$ cat src/dtti_pkg.sv
// ----------------------------------------------------------------------------
// dtti_pkg
// Types and constants shared by the decimal text to integer converter.
// ----------------------------------------------------------------------------
package dtti_pkg;

	// saturation limits
	localparam logic [63:0] MAG_MAX = 64'hFFFF_FFFF_FFFF_FFFF;
	localparam logic [15:0] CNT_MAX = 16'hFFFF;

	// unsigned maximums
	localparam logic [63:0] U16_MAX = 64'd65535;
	localparam logic [63:0] U32_MAX = 64'd4294967295;

	// signed maximums and magnitudes of the minimums
	localparam logic [63:0] I16_MAX = 64'd32767;
	localparam logic [63:0] I32_MAX = 64'd2147483647;
	localparam logic [63:0] I64_MAX = 64'd9223372036854775807;
	localparam logic [63:0] I16_ABSMIN = 64'd32768;
	localparam logic [63:0] I32_ABSMIN = 64'd2147483648;
	localparam logic [63:0] I64_ABSMIN = 64'h8000_0000_0000_0000;

	// result type codes
	localparam logic [2:0] RT_U16 = 3'd0;
	localparam logic [2:0] RT_U32 = 3'd1;
	localparam logic [2:0] RT_U64 = 3'd2;
	localparam logic [2:0] RT_I16 = 3'd3;
	localparam logic [2:0] RT_I32 = 3'd4;
	localparam logic [2:0] RT_I64 = 3'd5;

	// character codes
	localparam logic [7:0] CH_TAB   = 8'd9;
	localparam logic [7:0] CH_CR    = 8'd13;
	localparam logic [7:0] CH_SPACE = 8'd32;
	localparam logic [7:0] CH_PLUS  = 8'd43;
	localparam logic [7:0] CH_MINUS = 8'd45;
	localparam logic [7:0] CH_ZERO  = 8'd48;
	localparam logic [7:0] CH_NINE  = 8'd57;

	// parser phase
	typedef enum logic [1:0] {
		PH_SKIP   = 2'd0,
		PH_SIGN   = 2'd1,
		PH_DIGITS = 2'd2,
		PH_STOP   = 2'd3
	} phase_t;

	// input transaction
	typedef struct packed {
		logic [7:0] char_code;
		logic       last;
	} dtti_in_t;

	// output transaction
	typedef struct packed {
		logic [63:0] value;
		logic        parsed;
		logic [15:0] consumed_count;
	} dtti_out_t;

	// end-of-string snapshot handed from parser to clamp stage
	typedef struct packed {
		logic [63:0] magnitude;
		logic        negative;
		logic [15:0] end_count;
	} dtti_snap_t;

endpackage

$ cat src/dtti_parse.sv
// ----------------------------------------------------------------------------
// dtti_parse
// Input register, per-character parser state and end-of-string snapshot.
// ----------------------------------------------------------------------------
module dtti_parse
	import dtti_pkg::*;
(
	input  logic       clk,
	input  logic       arst_n,
	input  logic       in_valid,
	output logic       in_ready,
	input  dtti_in_t   in_data,
	output logic       snap_valid,
	input  logic       snap_ready,
	output dtti_snap_t snap_data
);

	logic        valid_s1;
	dtti_in_t    data_s1;
	logic        adv_s1;
	logic        snap_free;

	phase_t      phase_q;
	logic        negative_q;
	logic [63:0] magnitude_q;
	logic [15:0] position_q;
	logic [15:0] end_q;

	phase_t      phase_n;
	logic        negative_n;
	logic [63:0] magnitude_n;
	logic [15:0] position_n;
	logic [15:0] end_n;

	logic        is_digit;
	logic        is_space;
	logic [3:0]  digit;
	logic [15:0] position_inc;
	logic [67:0] mul10;
	logic [63:0] acc;

	logic        valid_s2;
	dtti_snap_t  snap_s2;

	// handshake: the snapshot slot frees when the clamp stage takes it
	assign snap_free = !valid_s2 || snap_ready;
	assign adv_s1    = valid_s1 && (!data_s1.last || snap_free);
	assign in_ready  = !valid_s1 || adv_s1;

	// input register
	always_ff @(posedge clk or negedge arst_n) begin
		if (!arst_n) begin
			valid_s1 <= 1'b0;
		end else if (in_ready) begin
			valid_s1 <= in_valid;
		end
	end

	always_ff @(posedge clk) begin
		if (in_valid && in_ready) begin
			data_s1 <= in_data;
		end
	end

	// character classes
	assign is_digit = (data_s1.char_code >= CH_ZERO) && (data_s1.char_code <= CH_NINE);
	assign is_space = ((data_s1.char_code >= CH_TAB) && (data_s1.char_code <= CH_CR))
		|| (data_s1.char_code == CH_SPACE);
	assign digit    = data_s1.char_code[3:0];

	// saturating position count and decimal accumulate
	assign position_inc = (position_q == CNT_MAX) ? position_q : position_q + 16'd1;
	assign mul10 = ({4'b0000, magnitude_q} << 3) + ({4'b0000, magnitude_q} << 1)
		+ {64'd0, digit};
	assign acc   = (|mul10[67:64]) ? MAG_MAX : mul10[63:0];

	// next parser state
	always_comb begin
		phase_n     = phase_q;
		negative_n  = negative_q;
		magnitude_n = magnitude_q;
		position_n  = position_q;
		end_n       = end_q;
		unique case (phase_q)
			PH_SKIP: begin
				if (is_space) begin
					position_n = position_inc;
				end else if (data_s1.char_code == CH_PLUS) begin
					position_n = position_inc;
					phase_n    = PH_SIGN;
				end else if (data_s1.char_code == CH_MINUS) begin
					negative_n = 1'b1;
					position_n = position_inc;
					phase_n    = PH_SIGN;
				end else if (is_digit) begin
					magnitude_n = {60'd0, digit};
					phase_n     = PH_DIGITS;
					position_n  = position_inc;
					end_n       = position_inc;
				end else begin
					phase_n = PH_STOP;
				end
			end
			PH_SIGN, PH_DIGITS: begin
				if (is_digit) begin
					magnitude_n = (phase_q == PH_DIGITS) ? acc : {60'd0, digit};
					phase_n     = PH_DIGITS;
					position_n  = position_inc;
					end_n       = position_inc;
				end else begin
					phase_n = PH_STOP;
				end
			end
			default: begin
			end
		endcase
	end

	// parser state: cleared after the last character of a string
	always_ff @(posedge clk or negedge arst_n) begin
		if (!arst_n) begin
			phase_q     <= PH_SKIP;
			negative_q  <= 1'b0;
			magnitude_q <= 64'd0;
			position_q  <= 16'd0;
			end_q       <= 16'd0;
		end else if (adv_s1) begin
			if (data_s1.last) begin
				phase_q     <= PH_SKIP;
				negative_q  <= 1'b0;
				magnitude_q <= 64'd0;
				position_q  <= 16'd0;
				end_q       <= 16'd0;
			end else begin
				phase_q     <= phase_n;
				negative_q  <= negative_n;
				magnitude_q <= magnitude_n;
				position_q  <= position_n;
				end_q       <= end_n;
			end
		end
	end

	// end-of-string snapshot register
	always_ff @(posedge clk or negedge arst_n) begin
		if (!arst_n) begin
			valid_s2 <= 1'b0;
		end else if (snap_free) begin
			valid_s2 <= adv_s1 && data_s1.last;
		end
	end

	always_ff @(posedge clk) begin
		if (adv_s1 && data_s1.last) begin
			snap_s2.magnitude <= magnitude_n;
			snap_s2.negative  <= negative_n;
			snap_s2.end_count <= end_n;
		end
	end

	assign snap_valid = valid_s2;
	assign snap_data  = snap_s2;

endmodule

$ cat src/dtti_clamp.sv
// ----------------------------------------------------------------------------
// dtti_clamp
// Clamps the final magnitude to the selected type into the output register.
// ----------------------------------------------------------------------------
module dtti_clamp
	import dtti_pkg::*;
(
	input  logic       clk,
	input  logic       arst_n,
	input  logic [2:0] result_type,
	input  logic       snap_valid,
	output logic       snap_ready,
	input  dtti_snap_t snap_data,
	output logic       out_valid,
	input  logic       out_ready,
	output dtti_out_t  out_data
);

	logic        out_valid_q;
	dtti_out_t   out_q;
	logic [63:0] mag;
	logic        neg;
	logic [63:0] pos_max;
	logic [63:0] neg_absmin;
	logic [63:0] neg_mag;
	logic [63:0] clamped;
	logic        is_signed;

	assign mag = snap_data.magnitude;
	assign neg = snap_data.negative;

	// type limits
	always_comb begin
		is_signed  = 1'b1;
		pos_max    = I64_MAX;
		neg_absmin = I64_ABSMIN;
		unique case (result_type)
			RT_U16: begin
				is_signed = 1'b0;
				pos_max   = U16_MAX;
			end
			RT_U32: begin
				is_signed = 1'b0;
				pos_max   = U32_MAX;
			end
			RT_U64: begin
				is_signed = 1'b0;
				pos_max   = MAG_MAX;
			end
			RT_I16: begin
				pos_max    = I16_MAX;
				neg_absmin = I16_ABSMIN;
			end
			RT_I32: begin
				pos_max    = I32_MAX;
				neg_absmin = I32_ABSMIN;
			end
			default: begin
				pos_max    = I64_MAX;
				neg_absmin = I64_ABSMIN;
			end
		endcase
	end

	// clamp, negating for signed types with a minus sign
	assign neg_mag = (mag > neg_absmin) ? neg_absmin : mag;
	assign clamped = (is_signed && neg) ? (64'd0 - neg_mag)
		: ((mag > pos_max) ? pos_max : mag);

	// output register
	assign snap_ready = !out_valid_q || out_ready;

	always_ff @(posedge clk or negedge arst_n) begin
		if (!arst_n) begin
			out_valid_q <= 1'b0;
		end else if (snap_ready) begin
			out_valid_q <= snap_valid;
		end
	end

	always_ff @(posedge clk) begin
		if (snap_valid && snap_ready) begin
			if (snap_data.end_count != 16'd0) begin
				out_q.value          <= clamped;
				out_q.parsed         <= 1'b1;
				out_q.consumed_count <= snap_data.end_count;
			end else begin
				out_q.value          <= 64'd0;
				out_q.parsed         <= 1'b0;
				out_q.consumed_count <= 16'd0;
			end
		end
	end

	assign out_valid = out_valid_q;
	assign out_data  = out_q;

endmodule

$ cat src/decimal_text_to_integer.sv
// ----------------------------------------------------------------------------
// decimal_text_to_integer
// Streams decimal text one character per transaction and returns the clamped
// integer, a parsed flag and the consumed character count per string.
// ----------------------------------------------------------------------------
//
//  channel  handshake               payload
//  in       in_valid / in_ready     in_data   (char_code, last)
//  out      out_valid / out_ready   out_data  (value, parsed, consumed_count)
//  cfg      cfg_wr_en               cfg_wr_data (result_type)
//
//  One character is taken every cycle unless a last character awaits a free
//  snapshot slot; the parser state register updates once per character
//  through a constant multiply-by-ten and add. From the input register a
//  result goes via the snapshot register, then the clamp/output register.
//  Reset sets result_type to i64 and clears the parser state.
//  When out_ready is low the output, snapshot and input registers fill in
//  turn; plain characters keep flowing until a last character must wait.
//
module decimal_text_to_integer
	import dtti_pkg::*;
(
	input  logic       clk,
	input  logic       arst_n,
	input  logic       in_valid,
	output logic       in_ready,
	input  dtti_in_t   in_data,
	output logic       out_valid,
	input  logic       out_ready,
	output dtti_out_t  out_data,
	input  logic       cfg_wr_en,
	input  logic [2:0] cfg_wr_data
);

	logic [2:0] result_type_q;
	logic       snap_valid;
	logic       snap_ready;
	dtti_snap_t snap_data;

	// configuration register
	always_ff @(posedge clk or negedge arst_n) begin
		if (!arst_n) begin
			result_type_q <= RT_I64;
		end else if (cfg_wr_en) begin
			result_type_q <= cfg_wr_data;
		end
	end

	// character parser
	dtti_parse u_parse (
		.clk        (clk),
		.arst_n     (arst_n),
		.in_valid   (in_valid),
		.in_ready   (in_ready),
		.in_data    (in_data),
		.snap_valid (snap_valid),
		.snap_ready (snap_ready),
		.snap_data  (snap_data)
	);

	// type clamp and output register
	dtti_clamp u_clamp (
		.clk         (clk),
		.arst_n      (arst_n),
		.result_type (result_type_q),
		.snap_valid  (snap_valid),
		.snap_ready  (snap_ready),
		.snap_data   (snap_data),
		.out_valid   (out_valid),
		.out_ready   (out_ready),
		.out_data    (out_data)
	);

endmodule

$ cat config.mk
export PLATFORM = sky130hd
export DESIGN_NAME = decimal_text_to_integer
export DESIGN_NICKNAME = d
export VERILOG_FILES = /design/src/dtti_pkg.sv /design/src/dtti_parse.sv /design/src/dtti_clamp.sv /design/src/decimal_text_to_integer.sv
export SDC_FILE = /design/constraint.sdc
export NUM_CORES = 1
export LEC_CHECK = 0
export BUFFER_PORTS_ARGS = -buffer_cell sky130_fd_sc_hd__clkbuf_2
export CORE_UTILIZATION = 55
export CTS_CLUSTER_SIZE = 16
export DETAILED_ROUTE_END_ITERATION = 8
export GPL_TIMING_DRIVEN = 1
export PLACE_DENSITY = 0.76
export SYNTH_ARGS = -nofsm -noshare
export SYNTH_HDL_FRONTEND = slang
export SYNTH_HIERARCHICAL = 1
export SYNTH_SLANG_ARGS = --single-unit
$ cat constraint.sdc
create_clock -name clk -period 11.46 [get_ports clk]
set_input_delay 1.146 -clock clk [delete_from_list [all_inputs] [get_ports clk]]
set_output_delay 1.146 -clock clk [all_outputs]
set_load 0.05 [all_outputs]
[Word level (Yosys, flattened, before mapping)]
Cells that the tools add are included.
Storage, ports and cells
  bits in registers: 276
  output and inout port bits: 83
  bits of input ports: 17
Operators by class
  muxes and demuxes: 40
  equality and inequality tests: 11
  add/sub/neg operators: 4
  reduce and logical (&&, ||, !) cells: 25
  order comparisons: 6
Operator list (count)
  two-way mux 64 bit: 11
  one-hot mux 64 bit (5 select lines): 1
  one-hot mux 64 bit (2 select lines): 2
  two-way mux 16 bit: 11
  greater-than comparator 64 bit: 2
  adder 67 x 65 -> 68 bit: 1
  adder 68 x 4 -> 68 bit: 1
  one-hot mux 16 bit (2 select lines): 2
  subtractor 1 x 64 -> 64 bit (first input constant): 1
  == test 8 x 6 -> 1 bit (second input constant): 3
  two-way mux 17 bit: 1
  adder 16 x 1 -> 16 bit (second input constant): 1
  == test 16 bit (second input constant): 1
  nonzero test 16 bit: 1
  >= comparator 8 x 4 -> 1 bit (second input constant): 1
  >= comparator 8 x 6 -> 1 bit (second input constant): 1
  less-or-equal comparator 8 x 4 -> 1 bit (second input constant): 1
  less-or-equal comparator 8 x 6 -> 1 bit (second input constant): 1
  two-way mux 2 bit: 4
  logical AND 1 bit: 7
  two-way mux 1 bit: 7
  == test 3 x 2 -> 1 bit (second input constant): 2
  logical OR 1 bit: 5
  zero test 1 bit: 4
  other kinds (14): 14

[Depth between registers and ports, before layout]
Gate-level depths: netlist (run 1).
  depth after elaboration: 8
  depth in mapped cells: 22
  depth with buffers taken out: 17

[Hierarchy]
Netlist (run 1), hierarchy kept.
By module, submodules not included
  dtti_parse: cells an instance 1458, times used 1, area an instance 13226.4 um^2
  dtti_clamp: cells an instance 865, times used 1, area an instance 7521.0 um^2
  decimal_text_to_integer: cells an instance 6, times used 1, area an instance 111.4 um^2

[Least setup slack after synthesis (run 1)]
Ideal clock, no wire load.
  path type: reg-to-reg
  from: register result_type_q[2]
  to: register u_clamp.out_q (netlist bit u_clamp/out_data[65]), data pin
  clock period less this slack: 4.715 ns
  path buffers: 4
  slack: 6.745 ns
  stages on the path, launching flop included: 21
  setup time: 0.275 ns
  arrival: 4.440 ns
  path through: dfstp_2 > clkinv_1 > nand3_1 > nand2_1 > ha_1 > nand3b_1 > a31oi_2 > nor3_4 > buf_4 > buf_6 > buf_2 > nand2_1 > ha_1 > clkbuf_1 > nand2_1 > nor4_1 > nand4_1 > a22oi_2 > a21oi_1 > a2111oi_0 > a2111oi_1
On the way
  longest elaborated chain between the ends: 6
  elaborated cells on any way between the ends: 16
  those cells by class: add/sub: 1; order compare: 2; eq/ne: 4; mux: 6; reduce/logical: 3
Ends and longest elaborated chain
  start, declared: line decimal_text_to_integer.sv:35  | logic [2:0] result_type_q;
  start signal, assigned: line decimal_text_to_integer.sv:45  | result_type_q <= cfg_wr_data;
  == test 3 bit or == test 3 x 2 -> 1 bit (tied branches): line dtti_clamp.sv:37  | unique case (result_type)
  one-hot mux 64 bit (2 select lines): line dtti_clamp.sv:37
  greater-than comparator 64 bit: line dtti_clamp.sv:66  | assign neg_mag = (mag > neg_absmin) ? neg_absmin : mag;
  two-way mux 64 bit: line dtti_clamp.sv:66
  subtractor 1 x 64 -> 64 bit: line dtti_clamp.sv:67  | assign clamped = (is_signed && neg) ? (64'd0 - neg_mag)
  two-way mux 64 bit *: line dtti_clamp.sv:67
  end, declared: line dtti_clamp.sv:20  | dtti_out_t out_q;
Mark *: on every way between the ends. The rest lies on a longest branch, timed or not.
A chain may end at the register's enable or synchronous reset.

[Final worst setup path (run 1)]
  from: register result_type_q[2]
  to: register u_clamp.out_q (netlist bit u_clamp/out_data[55]), data pin
The elaborated chain is that of the path after synthesis.

==> results.txt, run 1 <==
Run status - completed
FF-to-FF path depth - 15
Type of origin of the critical path - flip-flop
CTS clk-pin slew, worst paths - 0.07 ns
Worst Tran Pin Value - 1.08 ns
Die width - 197 µm
Share of cells above drive strength 1 - 10.9%
Rel. slew slack - 27.6%
Max Slew Vio Count - 0
CP Launch Point - result_type_q[2]
Worst skew pair latency - 0.57 ns
Antenna Nets Post-Route - 0
DIE AREA - 0.0387 mm²
Synth warn - 6
Iter 0 DRT Violations - 2,392
Final HPWL from detailed placement - 46,700 µm
Fill cells - 3,246
Core area - 0.0370 mm²
Pleak - 9.13 nW
Worst Setup End Kind - flip-flop
Final Hold Fails - 0
Crit Path Category - reg2reg
Most frequent cells after synthesis - nand2_1, o21ai_0, nor2_1
Worst min path class - reg2reg
Syn Nets - 2,524
Top-count cell post-synth - nand2_1
Sink Count - 276
Power Density - 130 mW/mm²
Top-area cell type share of the netlist area - 24.6%
RSZ-0062 raised after global routing - false
Worst setup endpoint - u_clamp/out_data[55]
Post-CTS Hold Fix Bufs - 0
Async set-reset flop share out of synthesis - 38.0%
Post-CTS Resized - 0
Worst r2r src - result_type_q[2]
Storage cell area - 0.00776 mm²
DIE HEIGHT - 197 µm
Mapped Cells - 2,329
Top post-synthesis cells by area - edfxtp_1, dfrtp_1, ha_1, o21ai_0, nand2_1
Largest net degree at the start of global routing - 77
Nets@finish - 2,508
DR DRC count - 0
GRT Util Overall - 32.3%
WL final - 63,700 µm
Via count - 19,400
#FFs+latches synth - 276
Setup bufs post-CTS - 0
DR WL/cell - 22.4 µm
Grt ovf - 0
Tcrit/Tclk final - 51.0%
Vias per cell - 6.85
I/O Buffers - 99
Netlist cell types - 103
Critical R2R Capture - u_clamp/out_data[55]
Vias in the first global route - 17,800
CTS tree - done
First-pass detailed-route iteration total - 6
Row cnt - 70
Gpl congestion - 0.965
Clock buffer depth - 3
Initial antenna violation count - 0
First-pass GRT wire length - 99,200 µm
Setup TNS - 0 ns
Worst hold margin - 0.449 ns
H-tree Lvls - 1
Synth Cell Area - 0.0209 mm²
Area Growth Syn to Fin - 7.39%
Synth Flop Type - edfxtp_1
Starting Density - 56.4%
TritonCTS buffer count - 27
Area of the multi-input gates - 0.0123 mm²
CTS root buffer - clkbuf_16
# setup viols final - 0
Post-synth EDFFs - 171
Worst Path Arrival - 6.12 ns
Achievable Freq - 0.171 GHz
Max-Cap Viols - 0
Final min period - 5.85 ns
Antenna diode count - 0
Mean Syn Cell Area - 8.96 µm²
Worst endpoint required time - 11.74 ns
Crit-path max FO - 18
Clock Skews - 0.0128 ns
Cell accounting for the most synthesized area - edfxtp_1
R2r setup slk - 5.61 ns
IO Count - 100
Register area share after synthesis - 37.2%
VDD IR-drop max - 98.9 µV
cells in the final DEF (no fill, tap or decap), types with 35 or more instances in the layout:
| master | instances |
|---|---|
| a21oi_1 | 158 |
| a31oi_1 | 55 |
| clkbuf_2 | 98 |
| dfrtp_1 | 103 |
| edfxtp_1 | 171 |
| ha_1 | 176 |
| inv_1 | 45 |
| nand2_1 | 223 |
| nand3_1 | 49 |
| nand4_1 | 68 |
| nor2_1 | 186 |
| nor3_1 | 70 |
| nor4_1 | 35 |
| o21ai_0 | 213 |
| o22ai_1 | 36 |
| o31ai_1 | 40 |
| xor2_1 | 44 |
critical path: stages (launching register included):
cell	delay, ns
dfstp_2	0.68
clkinv_1	0.27
nand3_1	0.37
nand2_1	0.19
ha_1	0.36
nand3b_1	0.21
a31oi_2	0.48
nor3_4	0.14
nand2_1	0.11
ha_1	0.56
nand2_1	0.20
a31oi_1	0.84
a2bb2oi_1	0.62
a21oi_1	0.14
o31ai_1	0.25
a31oi_1	0.11
how the worst min path moves through the flow:
stage	end	cells past startpoint	slack, ns	from
2_1_floorplan	u_parse/end_q[11]	2	0.45	u_parse/end_q[11]
3_3_place_gp	u_clamp/out_data[4]	0	0.43	u_parse/snap_data[4]
3_5_place_dp	u_clamp/out_data[2]	0	0.43	u_parse/snap_data[2]
4_1_cts	u_clamp/out_data[2]	0	0.45	u_parse/snap_data[2]
5_1_grt	u_clamp/out_data[7]	0	0.46	u_parse/snap_data[7]
6_report	u_clamp/out_data[2]	0	0.45	u_parse/snap_data[2]
state kept, by name, indices dropped and copies added, names as in the netlist:
register             count
u_clamp/out_data        81
u_parse/valid_s1         1
u_parse/snap_valid       1
u_parse/snap_data       81
u_parse/magnitude_q     64
result_type_q            3
u_parse/end_q           16
u_clamp/out_valid        1
u_parse/position_q      16
u_parse/phase_q          2
u_parse/data_s1          9
u_parse/negative_q       1
stage by stage:
stage                     setup WS (ns)  total power, W  utilization (%)  std cells  cell area (µm²)
after floorplan                    6.75         0.00177                -       2329            20900
after global placement             5.92         0.00198             58.2       2788            21500
after detailed placement           5.80         0.00199             58.2       2788            21500
after CTS                          5.79         0.00290             60.6       2838            22400
after global routing               5.25         0.00302             60.6       2838            22400
final                              5.61         0.00291             60.6       2838            22400
cell type report:
cell class	instances	area share, %
Tap cell	504	2.82
Clock inverter	16	0.760
Clock buffer	34	3.27
Sequential cell	276	34.7
Inverter	47	0.788
Timing Repair Buffer	121	2.96
Multi-Input combinational cell	1840	54.7
logic make-up after synthesis:
group / share of synthesized area (%)
adders and majority gates: 10.7
buffers and inverters: 4.17
muxes: 0.804
DFF: 37.2
xor gates and xnor gates: 3.28
and+or+nand+nor: 18.9
AOI/OAI and AO/OA: 24.9
power breakdown:
group          switching [W]  internal, W
combinational       0.000582     0.000221
clock               0.000393     0.000522
sequential         0.0000576      0.00113
total                0.00103      0.00188
layer usage:
metal / routed length, µm / up-vias / GRT usage [%] / part of all wire, %
met1: 27300 / 9280 / 46.0 / 43
met2: 28400 / 1137 / 50.7 / 45
li1: - / 8878 / - / -
met3: 5760 / 151 / 4.33 / 9.0
met5: 0 / - / 0 / 0
met4: 2160 / 0 / 11.1 / 3.4
(Power assumes the default switching activity.)
==> run 2: changes to the inputs <==
PLACE_DENSITY = 0.78   (was 0.76)
clock period = 5 ns   (was 11.46 ns; I/O delays follow)
==> results.txt, run 2 (synthesis gave the netlist of run 1 again) <==
WL final - 64,200 µm
R2r setup slk - 0.30 ns
Crit path top cell by count - nand2_1
Worst Setup End Kind - flip-flop
Switching part of the total - 36.1%
I/O Buffers - 99
Final Util - 61.2%
Overall power - 0.00657 W
Crit-path max FO - 17
First-pass GRT wire length - 100,000 µm
Post-CTS Hold Fix Bufs - 0
FF-to-FF path depth - 17
GRT Util Overall - 32.6%
Die width - 197 µm
DIE HEIGHT - 197 µm
Sink Count - 276
Vias per cell - 6.79
Fin cells - 2,873
CTS tree - done
Tcrit/Tclk final - 93.9%
Power share of the sequential group - 41.5%
Max-Cap Viols - 0
Metal2 WL - 28,900 µm
Dpl ws - 0.278 ns
TritonCTS buffer count - 26
Gpl congestion - 1.02
Worst skew pair latency - 0.56 ns
Psw - 0.00237 W
RSZ-0062 raised after global routing - false
Starting Density - 56.4%
Worst Path Arrival - 5.02 ns
Max Slew Vio Count - 0
Pleak - 9.26 nW
Fill cells - 3,177
Metal-1 WL - 27,300 µm
First-pass detailed-route iteration total - 7
Core area - 0.0370 mm²
Setup bufs post-CTS - 0
Antenna diode count - 0
Iter 0 DRT Violations - 2,297
Run status - completed
# setup viols final - 0
Type of origin of the critical path - flip-flop
Clock buffer depth - 3
Crit-path max cell delay - 0.64 ns
Worst endpoint required time - 5.33 ns
Placed insts - 2,825
Via count - 19,500
Rel. slew slack - 31.1%
Row cnt - 70
Worst Tran Pin Value - 1.03 ns
Power Density - 290 mW/mm²
Crit Path Category - reg2reg
Storage cell area - 0.00776 mm²
Most common cell after layout, fill and taps aside - nand2_1
Area Growth Syn to Fin - 8.53%
Worst min path class - in2async
Nets@finish - 2,544
Final min period - 4.70 ns
Critical-path top delay cell - dfstp_2
Achievable Freq - 0.213 GHz
Grt ovf - 0
Met3 routed WL - 5590 µm
Final HPWL from detailed placement - 47,500 µm
Clock share of power - 29.4%
DR WL/cell - 22.3 µm
DR DRC count - 0
Commonest cells after routing, fill and taps aside - nand2_1, o21ai_0, nor2_1
Initial antenna violation count - 0
Setup ws final - 0.303 ns
H-tree Lvls - 1
Share of cells above drive strength 1 - 12.2%
VDD IR-drop max - 340 µV
Largest net degree at the start of global routing - 78
Setup TNS - 0 ns
Critical R2R Capture - u_clamp/out_data[79]
Area of the multi-input gates - 0.0123 mm²
Logic pwr share - 29.1%
CTS clk-pin slew, worst paths - 0.07 ns
CTS root buffer - clkbuf_16
Vias in the first global route - 18,200
DIE AREA - 0.0387 mm²
Pint - 0.00420 W
Top routing layer used - met4
Clock Skews - 0.0181 ns
Final Hold Fails - 0
Worst r2r src - result_type_q[0]
Antenna Nets Post-Route - 0
IO Count - 100
Cell Chain, Critical Path - nor2_1, nand2_1, nand2_1, ha_1, o21ai_1, a32oi_2, nor3_4, nand2_1, ha_1, buf_4, nand4_1, nand4bb_1, nor4_4, a2bb2o_4, nor4_2, o22ai_1, a221oi_2
-- run 2: cell count changes in the layout (fill, tap and decap cells not counted), sizes merged --
cell	before	now
buf	23	60
clkinv	11	8
clkinvlp	0	3
bufinv	3	1
-- run 2: per-layer routing --
metal / up-vias / track usage [%]
met2: 1119 / 51.3
met4: 0 / 12.8
met1: 9303 / 45.9
met3: 156 / 3.58
li1: 8939 / -
met5: - / 0
-- run 2: power groups by stage --
stage          sequential, W  combinational (W)  clock [W]
2_1_floorplan        0.00294            0.00112          0
3_3_place_gp         0.00276            0.00182          0
3_5_place_dp         0.00277            0.00185          0
4_1_cts              0.00272            0.00186    0.00195
5_1_grt              0.00274            0.00203    0.00205
6_report             0.00273            0.00191    0.00193
-- run 2: cell type report --
cell class,count,area share (%)
clock buffers,34,3.10
inverters,47,0.779
well taps,504,2.79
flip-flops and latches,276,34.3
multi-input cells,1840,54.3
clock inverters,14,0.508
repair buffers,158,4.27
-- run 2: timing repair --
item | CTS | global route
hold endpoints to repair | 0 | 0
endpoints found under the setup margin | 0 | 12
gates resized for setup | 0 | 4
-- run 2: per-stage QoR --
stage / cell area (µm²) / hold WS [ns]
5_1_grt: 22600 / 0.105
4_1_cts: 22600 / 0.104
3_3_place_gp: 21800 / 0.433
3_5_place_dp: 21800 / 0.440
2_1_floorplan: 20900 / 0.204
6_report: 22600 / 0.114
-- run 2: worst max-delay path by stage --
stage          cells after the start  slack (ns)                    end                from
6_report                          17        0.30   u_clamp/out_data[79]    result_type_q[0]
5_1_grt                           15        0.06  u_parse/snap_data[43]  u_parse/data_s1[4]
4_1_cts                           15        0.26  u_parse/snap_data[58]  u_parse/data_s1[4]
3_5_place_dp                      15        0.28  u_parse/snap_data[29]  u_parse/data_s1[4]
3_3_place_gp                      15        0.32  u_parse/snap_data[29]  u_parse/data_s1[4]
2_1_floorplan                     20        0.29   u_clamp/out_data[65]    result_type_q[2]
-- run 2: worst max-delay path: cells and delay by family (launching register included) --
family                     cells  cell delay [ns]
AOI/OAI and AO/OA              5             1.39
buffers and inverters          1             0.23
DFF                            1             0.64
adders and majority gates      2             0.52
and+or+nand+nor                9             1.66
